[config.mk]
export PLATFORM = sky130hd
export DESIGN_NAME = lob_ram
export DESIGN_NICKNAME = d
export VERILOG_FILES = /design/src/lob_ram.sv
export SDC_FILE = /design/constraint.sdc
export NUM_CORES = 1
export LEC_CHECK = 0
export BUFFER_PORTS_ARGS = -buffer_cell sky130_fd_sc_hd__buf_2
export CORE_MARGIN = 2
export CORE_UTILIZATION = 49
export CTS_CLUSTER_SIZE = 40
export DETAILED_ROUTE_END_ITERATION = 10
export PLACE_DENSITY = 0.81
export SLEW_MARGIN = 15
export SYNTH_ARGS = -nofsm -noshare
export SYNTH_HDL_FRONTEND = slang
export SYNTH_SLANG_ARGS = --single-unit
[constraint.sdc]
create_clock -name clk -period 4.1 [get_ports clk]
set_input_delay 0.82 -clock clk [delete_from_list [all_inputs] [get_ports clk]]
set_output_delay 0.82 -clock clk [all_outputs]
set_load 0.02 [all_outputs]
[src/lob_ram.sv]
`timescale 1ns / 1ps
// ----------------------------------------------------------------------------
// lob_ram
// Generic single-port-write, single-read RAM with registered read data.
// ----------------------------------------------------------------------------
module lob_ram #(
  parameter int Width = 8,
  parameter int Depth = 4
) (
  input  logic                                        clk,
  input  logic                                        we,
  input  logic [$clog2((Depth > 1) ? Depth : 2)-1:0]  waddr,
  input  logic [Width-1:0]                            wdata,
  input  logic [$clog2((Depth > 1) ? Depth : 2)-1:0]  raddr,
  output logic [Width-1:0]                            rdata
);
  logic [Width-1:0] mem [Depth];

  always_ff @(posedge clk) begin
    if (we) begin
      mem[waddr] <= wdata;
    end
    rdata <= mem[raddr];
  end
endmodule
==> results of run 1 <==
-- per-layer routing --
metal | wire length, um | part of all wire
met5 | 0 | 0
met4 | 17 | 0.010
met3 | 76 | 0.045
met2 | 945 | 0.56
met1 | 661 | 0.39
-- power by group through the flow --
stage               clock, mW  sequential [mW]  combinational, mW
detailed placement          0            0.476             0.0509
CTS                     0.244            0.467             0.0511
finish                  0.236            0.467             0.0505
floorplan                   0            0.486             0.0209
global placement            0            0.475             0.0498
global route            0.256            0.469             0.0543
-- cell usage in the layout (no fill, tap or decap) --
cell type / n
clkbuf_4: 5
buf_2: 21
mux4_2: 8
bufinv_16: 1
dfxtp_1: 8
and3_1: 1
edfxtp_1: 32
nor3b_2: 1
and3b_1: 2
clkinv_1: 2
-- kinds of logic after synthesis --
family                 after synthesis  share of synthesized area
flip-flops                          40                     0.8312
multiplexers                         8                     0.1336
AND/OR/NAND/NOR                      4                    0.02320
buffers and inverters                2                    0.01206
-- sequential cells by signal, summed over array words and instances (netlist names) --
name   count
mem       32
rdata      8
-- final timing paths --
kind,from,end
setup / recovery,rdata[4],rdata[4]
hold reg to reg,mem[2][5],rdata[5]
hold / removal,mem[2][5],rdata[5]
setup reg to reg,mem[3][1],rdata[1]
-- area by class of cell --
type	instances	area share
Timing Repair Buffer	21	0.06752
Clock inverter	3	0.02412
Multi-Input combinational cell	12	0.1391
Clock buffer	5	0.02412
Tap cell	31	0.02492
Sequential cell	40	0.7203
-- per-stage QoR --
step             util  instance area [sq um]  hold slack, ps
2_1_floorplan       -                   1349           532.2
4_1_cts        0.5776                   1551           569.8
6_report       0.5794                   1556           564.9
5_1_grt        0.5794                   1556           577.3
3_3_place_gp   0.5496                   1476           536.1
3_5_place_dp   0.5496                   1476           545.7
==> out/qor.yml, run 1 <==
status: "completed"
dr.first_iter.drc_count: 13
io_buffers: 21
ff_latch_area_sq_um: 1121
tightest_slew_ps: 629.6
postRouteAntennaNets: 0
first_pass_iters: 3
synth_top_area_cell: "edfxtp_1"
critPathRequiredTime_ps: 3280
use_met2: 0.2193
p_total_mw: 0.7531
peakVddDrop_uv: 315.8
path_buf_inv: 1
synth_edf_count: 32
tritoncts: "built"
gp_congestion: 0.7215
path_cells: "buf_2"
fin_crit_ps: 1613
ys_top_cells_by_count: "edfxtp_1, dfxtp_1, mux4_2"
critPathCaptureType: "output port"
cts_root_buf: "clkbuf_4"
synth_flop_cell: "edfxtp_1"
seqPwrFrac: 0.620
drcViolationCount: 0
setup_tns_ps: 0
die_x_um: 56.47
vias: 598
yosysMostFrequentCell: "edfxtp_1"
multi_input_area_sq_um: 216.5
intPower_mw: 0.6089
crit_path_max_fanout: 1
track_usage: 0.1273
critPathArrivalTime_ps: 790
worstSetupPathType: "reg -> out"
start_util: 0.5021
power_frac_comb: 0.067
drive_gt1_frac: 0.4444
slowest_stage: "dfxtp_1"
ys_seq_area_frac: 0.8312
synth-warning-count: 0
finalWorstSetupSlack_ps: 2487
power.density_nw_per_um2: 483.8
fin_nets: 94
hold_viol_final: 0
post-cts-setup-buffers: 0
path_delay_family: "flip-flops"
switchingPower_mw: 0.1442
syn_inst: 54
startpoint_type: "flop"
netlist_top_cells_area: "edfxtp_1, mux4_2, dfxtp_1"
r2r_cells: 1
synth_seq_cells: 40
syn_to_final_growth_pct: 15.40
slew_headroom: 0.5784
worstSetupPathDepth: 1
numCtsBuffers: 5
synth.avg_cell_area_sq_um: 24.98
slowest_delay_ps: 320
rsz0062_at_grt: "false"
synth_nets: 68
dieArea_sq_um: 3188
core_area_sq_um: 2686
fin_cells: 112
totalWireLength_mm: 1.701
synth_area_sq_um: 1349
timing.fmax_mhz: 619.9
top_usage_layer: "met2"
grt_pass1_vias: 620
vias_per_cell: 5.339
io-pin-count: 22
num_rows: 19
placed_cells: 104
finalCritPeriodShare: 0.3934
drv_cap: 0
p_leak_nw: 0.5581
maxSlewViolCount: 0
gr-usage-met3: 0.07143
fillCellCount: 204
hold_buffers: 0
ys_async_sr_fraction: 0
post_drt_wl_per_cell_um: 15.19
fp.dieH_um: 56.47
cts_resized: 0
hp-class: "reg -> reg"
dp_slack_ps: 1821
r2r_slack_ps: 3120
grt_start_max_net_pins: 13
antenna_found_initial: 0
synth_top_area_share: 0.7124
n_antenna_cell: 0
clock_path_buffers: 2
met1_usage: 0.1297
clk_latency_ps: 330
grt_overflow: 0
synth_cell_types: 8
htreeDepth: 2
cts.clk_slew.worst_paths_ps: 100
finClkSkew_ps: 4.839
numClockSinks: 40
hold_depth: 1
setup_viol: 0
grt_first_pass_wirelength_mm: 2.794
clkPwrFrac: 0.313
swShare: 0.1915
(Power assumes the default switching activity.)
==> run 2: changes to the inputs <==
Clock period 4.1 ns to 1.55 ns, I/O delays scaled along.
==> out/qor.yml, run 2 (same netlist as run 1, synthesis figures left out) <==
maxSlewViolCount: 0
setup_viol: 0
post_drt_wl_per_cell_um: 16.58
totalWireLength_mm: 1.873
timing.fmax_mhz: 897.0
core_area_sq_um: 2686
fillCellCount: 213
startpoint: "rdata[2]"
p_leak_nw: 0.5482
fin_cells: 113
swShare: 0.2039
hold_viol_final: 0
io_buffers: 21
fin_nets: 95
htreeDepth: 2
dieArea_sq_um: 3188
r2r-start: "mem[3][1]"
grt_first_pass_wirelength_mm: 3.187
status: "completed"
worstSetupEndpoint: "rdata[2]"
slowest_stage: "dfxtp_1"
slew_headroom: 0.7197
tightest_slew_ps: 420.5
final_cell_area_sq_um: 1533
die_x_um: 56.47
critPathArrivalTime_ps: 800
vias_per_cell: 5.283
grt_overflow: 0
numCtsBuffers: 5
grt_start_max_net_pins: 12
num_rows: 19
critPathRequiredTime_ps: 1240
clkPwrFrac: 0.251
hp-class: "in -> reg"
hold_depth: 1
switchingPower_mw: 0.3731
clk_latency_ps: 320
gp_congestion: 0.6545
track_usage: 0.1434
r2r_slack_ps: 580
setup_tns_ps: 0
startpoint_type: "flop"
post-cts-setup-buffers: 0
worstSetupPathDepth: 1
finalCritPeriodShare: 0.7192
largest-register: "mem"
postRouteAntennaNets: 0
clock_path_buffers: 2
r2r-end: "rdata[1]"
grt_pass1_vias: 659
placed_cells: 105
n_antenna_cell: 0
final_common_cell: "edfxtp_1"
slowest_delay_ps: 330
power_frac_comb: 0.073
drive_gt1_frac: 0.4268
io-pin-count: 22
vias: 597
dr.first_iter.drc_count: 8
fp.dieH_um: 56.47
critPathCaptureType: "output port"
numClockSinks: 40
tritoncts: "built"
path_delay_family: "flip-flops"
finClkSkew_ps: 1.671
path_cells: "buf_2"
largestRegisters: "mem: 32 flops, rdata: 8 flops"
largest_register_ffs: 32
rsz0062_at_grt: "false"
first_pass_iters: 3
path_buf_inv: 1
cts_root_buf: "clkbuf_4"
dpl_cell_area_sq_um: 1484
seqPwrFrac: 0.676
crit_path_max_fanout: 1
cts.clk_slew.worst_paths_ps: 100
syn_to_final_growth_pct: 13.64
final_cell_mix: "edfxtp_1, buf_2, mux4_2, dfxtp_1, clkbuf_4"
worstSetupPathType: "reg -> out"
r2r_cells: 1
intPower_mw: 1.457
hold_buffers: 0
peakVddDrop_uv: 686.1
antenna_found_initial: 0
power.density_nw_per_um2: 1194
cts_resized: 0
fin_crit_ps: 1115
drcViolationCount: 0
drv_cap: 0
hold_start: "wdata[5]"
start_util: 0.5021
## run 2: cell count changes in the layout (fill, tap and decap cells not counted)
cell	delta
bufinv_16	-1
buf_4	+1
clkbuf_1	+2
nor3b_2	-1
nor3b_1	+1
clkinv_1	-1
## run 2: metal layers
metal  vias to the layer above  wire length [um]  GRT usage
li1                        276                 -          -
met1                       300               768     0.1705
met3                         3               106    0.05300
met2                        18               975     0.2342
met4                         0                23    0.06122
met5                         -                 0          0
## run 2: per-stage QoR
step | hold WS (ps) | setup WS (ps) | utilization | power (mW)
after floorplan | 408.9 | 175.9 | - | 1.340
after global placement | 518.0 | 284.7 | 0.5524 | 1.390
after detailed placement | 529.4 | 264.8 | 0.5524 | 1.399
after CTS | 185.2 | 414.4 | 0.5706 | 1.849
after global routing | 181.3 | 390.7 | 0.5706 | 1.907
final | 196.4 | 435.2 | 0.5706 | 1.830
## run 2: area by class of cell
class	instances	area, sq um	share of cell area
clock inverters	1	3.754	0.002449
flip-flops and latches	40	1121	0.7314
clock buffers	7	45.04	0.02939
well taps	31	38.79	0.02531
repair buffers	22	112.6	0.07347
multi-input cells	12	211.5	0.1380
## run 2: worst min path at each step
stage	endpoint	slack, ps
global route	mem[2][2]	180
global placement	mem[1][6]	520
CTS	mem[0][5]	190
finish	mem[0][5]	200
detailed placement	mem[1][5]	530
floorplan	mem[0][0]	410
## run 2: power groups by stage
stage,Sequential (mW),Clock [mW],Combinational [mW]
2_1_floorplan,1.28,0,0.0554
3_3_place_gp,1.26,0,0.132
3_5_place_dp,1.26,0,0.137
4_1_cts,1.24,0.474,0.137
5_1_grt,1.24,0.517,0.147
6_report,1.24,0.459,0.134
==> run 3: changes to the inputs <==
Clock period 1.55 ns to 1.06 ns, I/O delays scaled along.
==> out/qor.yml, run 3 (same netlist as run 1, synthesis figures left out) <==
slowest_stage: "dfxtp_2"
numCtsBuffers: 5
r2r-start: "mem[2][3]"
setup_viol: 0
peakVddDrop_uv: 1133
core_area_sq_um: 2686
drv_cap: 0
fp.dieH_um: 56.47
finClkSkew_ps: 11.57
io-pin-count: 22
r2r_slack_ps: 70
tightest_slew_ps: 201.0
largest-register: "mem"
critPathCaptureType: "output port"
hold_viol_final: 0
fin_nets: 99
setup_tns_ps: 0
fin_util: 0.6181
io_buffers: 21
maxSlewViolCount: 0
dpl_cell_area_sq_um: 1569
drcViolationCount: 0
hp-class: "in -> reg"
antenna_found_initial: 0
grt_start_max_net_pins: 14
n_antenna_cell: 0
crit_path_max_fanout: 1
critPathRequiredTime_ps: 850
largestRegisters: "mem: 32 flops, rdata: 8 flops"
start_util: 0.5021
cts.clk_slew.worst_paths_ps: 120
vias_per_cell: 5.333
grt_first_pass_wirelength_mm: 3.401
numClockSinks: 40
rsz0062_at_grt: "false"
track_usage: 0.1566
grt_overflow: 0
whs_ps: 80.29
r2r_cells: 1
dr.first_iter.drc_count: 9
htreeDepth: 2
clk_latency_ps: 340
postRouteAntennaNets: 0
status: "completed"
final_common_cell: "edfxtp_1"
p_leak_nw: 0.6035
final_cell_area_sq_um: 1660
worstSetupEndpoint: "rdata[1]"
gp_congestion: 0.6438
syn_to_final_growth_pct: 23.10
first_pass_iters: 4
r2r-end: "rdata[3]"
post_drt_wl_per_cell_um: 16.85
critPathArrivalTime_ps: 800
vias: 624
die_x_um: 56.47
tritoncts: "built"
slowest_delay_ps: 340
largest_register_ffs: 32
finalCritPeriodShare: 0.9563
path_delay_family: "flip-flops"
num_rows: 19
startpoint_type: "flop"
post-cts-setup-buffers: 0
grt_pass1_vias: 684
hold_depth: 1
slew_headroom: 0.8660
hold_buffers: 0
path_cells: "buf_6"
totalWireLength_mm: 1.972
cts_root_buf: "clkbuf_4"
timing.fmax_mhz: 986.5
path_buf_inv: 1
worstSetupPathDepth: 1
startpoint: "rdata[1]"
final_cell_mix: "edfxtp_1, buf_2, mux4_2, buf_4"
worstSetupPathType: "reg -> out"
power.density_nw_per_um2: 1688
fin_crit_ps: 1014
fillCellCount: 193
drive_gt1_frac: 0.5349
clock_path_buffers: 2
dieArea_sq_um: 3188
-- run 3: changes by cell type in the layout (fill, tap and decap cells not counted), sizes merged --
| cell | previous run | this run |
|---|---|---|
| buf | 22 | 26 |
| clkinv | 1 | 3 |
| clkbuf | 7 | 5 |
-- run 3: stage by stage --
step / worst slack [ps] / std cells / total power [mW]
2_1_floorplan: 61.33 / 54 / 1.960
3_3_place_gp: -36.11 / 109 / 2.063
3_5_place_dp: -50.29 / 109 / 2.080
4_1_cts: 3.191 / 117 / 2.803
5_1_grt: 2.609 / 117 / 2.924
6_report: 46.36 / 117 / 2.803
-- run 3: worst min-delay path by stage --
stage | to | start | slack [ps]
after floorplan | mem[0][0] | wdata[0] | 310
after global placement | mem[3][5] | wdata[5] | 420
after detailed placement | mem[3][5] | wdata[5] | 430
after CTS | mem[3][5] | wdata[5] | 70
after global routing | mem[3][3] | wdata[3] | 60
final | mem[2][3] | wdata[3] | 80
-- run 3: metal layers --
metal	GRT usage	routed length (um)
met1	0.1811	771
met2	0.2492	1028
met3	0.05530	114
met4	0.09524	57
met5	0	0
-- run 3: power by group --
| part | leakage [nW] | internal (mW) | switching, mW |
|---|---|---|---|
| clock network | 0.0349 | 0.255 | 0.483 |
| registers | 0.361 | 1.79 | 0.0244 |
| logic | 0.207 | 0.135 | 0.115 |
| total | 0.603 | 2.18 | 0.623 |
-- run 3: what timing repair did --
action	CTS	global route
pin swaps	0	0
resized for setup	1	13
setup endpoints to repair	1	8
hold endpoints to repair	0	0
-- run 3: cell type report --
type	count	area (sq um)	share of cell area
Timing Repair Buffer	26	224.0	0.1349
Sequential cell	40	1125	0.6775
Clock buffer	5	37.54	0.02261
Multi-Input combinational cell	12	216.5	0.1304
Clock inverter	3	18.77	0.01130
Tap cell	31	38.79	0.02336
